===== src/hw/rtl/p2pc_pkg.sv =====
// Shared types and constants for the power-of-two pair counter.
package p2pc_pkg;

  // Width of the running pair total and its modulus.
  localparam int unsigned TotalBits = 30;
  localparam logic [TotalBits-1:0] PairModulus = 30'd1000000007;

  // Width of the set tag stored with each histogram entry.
  localparam int unsigned EpochBits = 4;

  // Commands from the controller to the datapath.
  typedef struct packed {
    logic clear;   // write one zero entry of the clearing sweep
    logic load;    // take an input beat and start a new item
    logic scan;    // issue one histogram read
    logic reduce;  // one modular reduction step (first step also writes back)
    logic finish;  // load the result register and update the total
  } cmd_t;

  // Status from the datapath to the controller.
  typedef struct packed {
    logic clr_done;   // clearing sweep is at its last entry
    logic scan_done;  // the read of the item's own entry is being issued
    logic red_done;   // last reduction step this cycle
    logic out_free;   // result register can take a new result
    logic wrap_next;  // closing this set exhausts the set tags
  } sts_t;

endpackage


===== src/hw/rtl/p2pc_ctrl.sv =====
// Controller state machine for the power-of-two pair counter.
module p2pc_ctrl (
  input  logic           clk_i,
  input  logic           rst_ni,
  input  logic           in_valid_i,
  output logic           in_stall_o,
  input  p2pc_pkg::sts_t sts_i,
  output p2pc_pkg::cmd_t cmd_o
);

  typedef enum logic [4:0] {
    StClear  = 5'b00001,
    StIdle   = 5'b00010,
    StScan   = 5'b00100,
    StReduce = 5'b01000,
    StDone   = 5'b10000
  } state_e;

  state_e state_q, state_d;

  // Next state and command decode.
  always_comb begin
    state_d = state_q;
    cmd_o   = '0;
    unique case (state_q)
      StClear: begin
        cmd_o.clear = 1'b1;
        if (sts_i.clr_done) begin
          state_d = StIdle;
        end
      end
      StIdle: begin
        if (in_valid_i) begin
          cmd_o.load = 1'b1;
          state_d    = StScan;
        end
      end
      StScan: begin
        cmd_o.scan = 1'b1;
        if (sts_i.scan_done) begin
          state_d = StReduce;
        end
      end
      StReduce: begin
        cmd_o.reduce = 1'b1;
        if (sts_i.red_done) begin
          state_d = StDone;
        end
      end
      StDone: begin
        if (sts_i.out_free) begin
          cmd_o.finish = 1'b1;
          state_d      = sts_i.wrap_next ? StClear : StIdle;
        end
      end
      default: begin
        state_d = StClear;
      end
    endcase
  end

  // Input beats are taken only between items.
  assign in_stall_o = (state_q != StIdle);

  // State register.
  always_ff @(posedge clk_i or negedge rst_ni) begin
    if (!rst_ni) begin
      state_q <= StClear;
    end else begin
      state_q <= state_d;
    end
  end

endmodule


===== config.mk =====
export PLATFORM = sky130hd
export DESIGN_NAME = p2pc_ctrl
export DESIGN_NICKNAME = d
export VERILOG_FILES = /design/src/hw/rtl/p2pc_pkg.sv /design/src/hw/rtl/p2pc_ctrl.sv
export SDC_FILE = /design/constraint.sdc
export NUM_CORES = 1
export LEC_CHECK = 0
export ABC_AREA = 1
export BUFFER_PORTS_ARGS = -buffer_cell sky130_fd_sc_hd__buf_2
export CAP_MARGIN = 10
export CORE_AREA = 5 5 42 44
export DETAILED_ROUTE_END_ITERATION = 8
export DIE_AREA = 0 0 47 49
export PLACE_DENSITY = 0.59
export RECOVER_POWER = 100
export SKIP_LAST_GASP = 1
export SLEW_MARGIN = 40
export SYNTH_ARGS = -nofsm -noshare
export SYNTH_HDL_FRONTEND = slang
export SYNTH_SLANG_ARGS = --single-unit

===== constraint.sdc =====
create_clock -name clk_i -period 1.3 [get_ports clk_i]
set_input_delay 0.13 -clock clk_i [delete_from_list [all_inputs] [get_ports clk_i]]
set_output_delay 0.13 -clock clk_i [all_outputs]
set_load 0.005 [all_outputs]

==> flow_metrics.env <==
export IMPL_run_status="finished with violations"
export IMPL_violations="setup timing"
export IMPL_drt_iter0_drc=12
export IMPL_synth_top_family_by_area="simple AND/OR/NAND/NOR gates"
export IMPL_ys_top_cells_by_area="dfrtp_1 (29%), nand2_1 (13%), nor2_1 (12%)"
export IMPL_wirelength_mm=1.09
export IMPL_ant_nets=0
export IMPL_core_area_um2=1400
export IMPL_end_kind="output pin"
export IMPL_p_leak_nw=0.326
export IMPL_yosysWarnings=0
export IMPL_pre_cts_ws_ns=0.0412
export IMPL_routabilityCongestion=0.779
export IMPL_synthToLayoutAreaGrowth_pct=73.6
export IMPL_htreeDepth=1
export IMPL_min_period_ns=1.44
export IMPL_vias_per_cell=4.68
export IMPL_finClkSkew_ns=0.00559
export IMPL_firstDrtPassIters=4
export IMPL_fp_dieH_um=49
export IMPL_vias=454
export IMPL_cp_arrival_ns=1.31
export IMPL_hold_violations=0
export IMPL_hold_path_class="input port to register"
export IMPL_yosysTopAreaCellShare_pct=28.9
export IMPL_insertion_delay_ns=0.24
export IMPL_drc=0
export IMPL_cts_tree="done"
export IMPL_grt_overflow=0
export IMPL_largest_register_ffs=5
export IMPL_setup_viol=5
export IMPL_required_ns=1.17
export IMPL_nets=90
export IMPL_grt_pass1_vias=422
export IMPL_final_common_cell="buf_2"
export IMPL_die_area_um2=2300
export IMPL_cts_num_sinks=5
export IMPL_cp_max_fo=7
export IMPL_worst_pin_slew_ns=0.317
export IMPL_synth_compound_area_share_pct=5.78
export IMPL_synth_cell_types=15
export IMPL_muxShareOfSynthArea_pct=0
export IMPL_synth_xor_area_share_pct=0
export IMPL_grt_pass1_wl_mm=1.65
export IMPL_fin_util_pct=42.9
export IMPL_row_count=14
export IMPL_initial_utilization_pct=24.7
export IMPL_drive_gt1_share_pct=53.1
export IMPL_synthSimpleGateAreaFrac_pct=46.9
export IMPL_fmax_mhz=694
export IMPL_synth_area_leader_cell="dfrtp_1"
export IMPL_drv_slew=0
export IMPL_nFillCells=143
export IMPL_grt_max_degree=8
export IMPL_maxCapViolCount=0
export IMPL_placed_cells=85
export IMPL_finalPower_w=0.00114
export IMPL_synth_area_um2=347
export IMPL_synth_nets=62
export IMPL_worst_slack_ns=-0.142
export IMPL_powerDensity_nw_per_um2=1890
export IMPL_cts_clk_slew_worst_paths_ns=0.04
export IMPL_die_width_um=47
export IMPL_diodes=0
export IMPL_antenna_found_initial=0
export IMPL_synth_avg_cell_area_um2=6.42
export IMPL_finalCritPeriodShare_pct=111
export IMPL_final_cell_mix="buf_2 (12), nand2_1 (9), buf_4 (9)"
export IMPL_tns_ns=-0.392
export IMPL_path_class="register to output pin"
export IMPL_io_pins=14
export IMPL_cts_buffer_depth=2
export IMPL_relSlewSlack_pct=78.7
export IMPL_cts_buffers=3
export IMPL_top_regs="state_q x5"
export IMPL_ys_ff_latch=5
export IMPL_routedWlPerCell_um=11.2
export IMPL_top_register="state_q"
export IMPL_cts_root_buf="clkbuf_4"
export IMPL_stdcell_count=97
export IMPL_synth_seq_area_share_pct=36.5
export IMPL_synthAdderAreaFrac_pct=0
export IMPL_hpwlAfterDp_um=718
export IMPL_max_vdd_ir_drop_v=0.00119
export IMPL_io_buffers=13
export IMPL_postSynthCellCount=54
export IMPL_gr_usage_all_layers_pct=9.89
export IMPL_grt_setup_unrepaired="true"
export IMPL_start_kind="register"
[worst paths after layout]
path                       startpoint  slack [ns]    endpoint  depth (start not counted)
max                        state_q[4]       -0.14    cmd_o[4]                          5
min                        in_valid_i        0.18  state_q[2]                          3
max reg2reg                state_q[0]        0.01  state_q[3]                          8
min reg2reg                state_q[3]        0.68  state_q[3]                          3
max in group asynchronous      rst_ni        0.77  state_q[0]                          2
min in group asynchronous      rst_ni        0.26  state_q[3]                          2
[cell type report]
cell class	instances	area (um2)	area share (%)
timing repair buffer	23	141	23.5
multi-input combinational	39	246	41.0
inverter	10	37.5	6.24
sequential	5	130	21.6
tap	16	20.0	3.33
clock buffer	4	26.3	4.37
[repair_timing]
action,4_1_cts,5_1_grt
endpoints found under the setup margin,6,10
hold endpoints to repair,5,0
gates cloned,0,0
hold buffers,1,0
resized for setup,6,13
pin swaps,2,7
buffers inserted,2,5
[cells in the mapped netlist]
library cell and instances:
nand2_1 12, nor2_1 11, inv_1 9, dfrtp_1 4, nand3_1 3, nand4_1 3, nor4_1 2, o21ai_0 2
o21ai_1 2, dfstp_2 1, inv_2 1, nand2_2 1, nand3b_1 1, nor2_2 1, nor3_2 1
[metal layers]
layer	vias to the layer above	wire, um	GRT usage [%]
li1	226	-	-
met1	209	386	10.9
met2	15	603	14.3
met3	4	61	4.80
met4	0	36	6.91
met5	-	0	0
[report_power, final]
group / total [W] / internal, W / switching (W)
registers: 0.000300 / 0.000219 / 0.0000814
logic: 0.000664 / 0.000313 / 0.000351
clock network: 0.000176 / 0.000116 / 0.0000604
[per-stage QoR]
step           hold slack, ns  cell area [um2]
2_1_floorplan          -0.166              347
3_3_place_gp          -0.0529              447
3_5_place_dp          -0.0507              447
4_1_cts                 0.168              515
5_1_grt                 0.198              602
6_report                0.180              602
[worst max-delay path, cell delays in order (launching register included)]
cell	delay, ns
dfrtp_2	0.47
nor3_4	0.27
buf_4	0.15
nand2_2	0.04
inv_1	0.04
buf_2	0.10
[kinds of logic (layout without fill, tap and decap cells)]
family                 Yosys count  count (layout)
buffers and inverters           10              37
DFF                              5               5
and+or+nand+nor                 35              35
AOI/OAI and AO/OA                4               4
No activity file was read; power rests on OpenSTA's default activity.
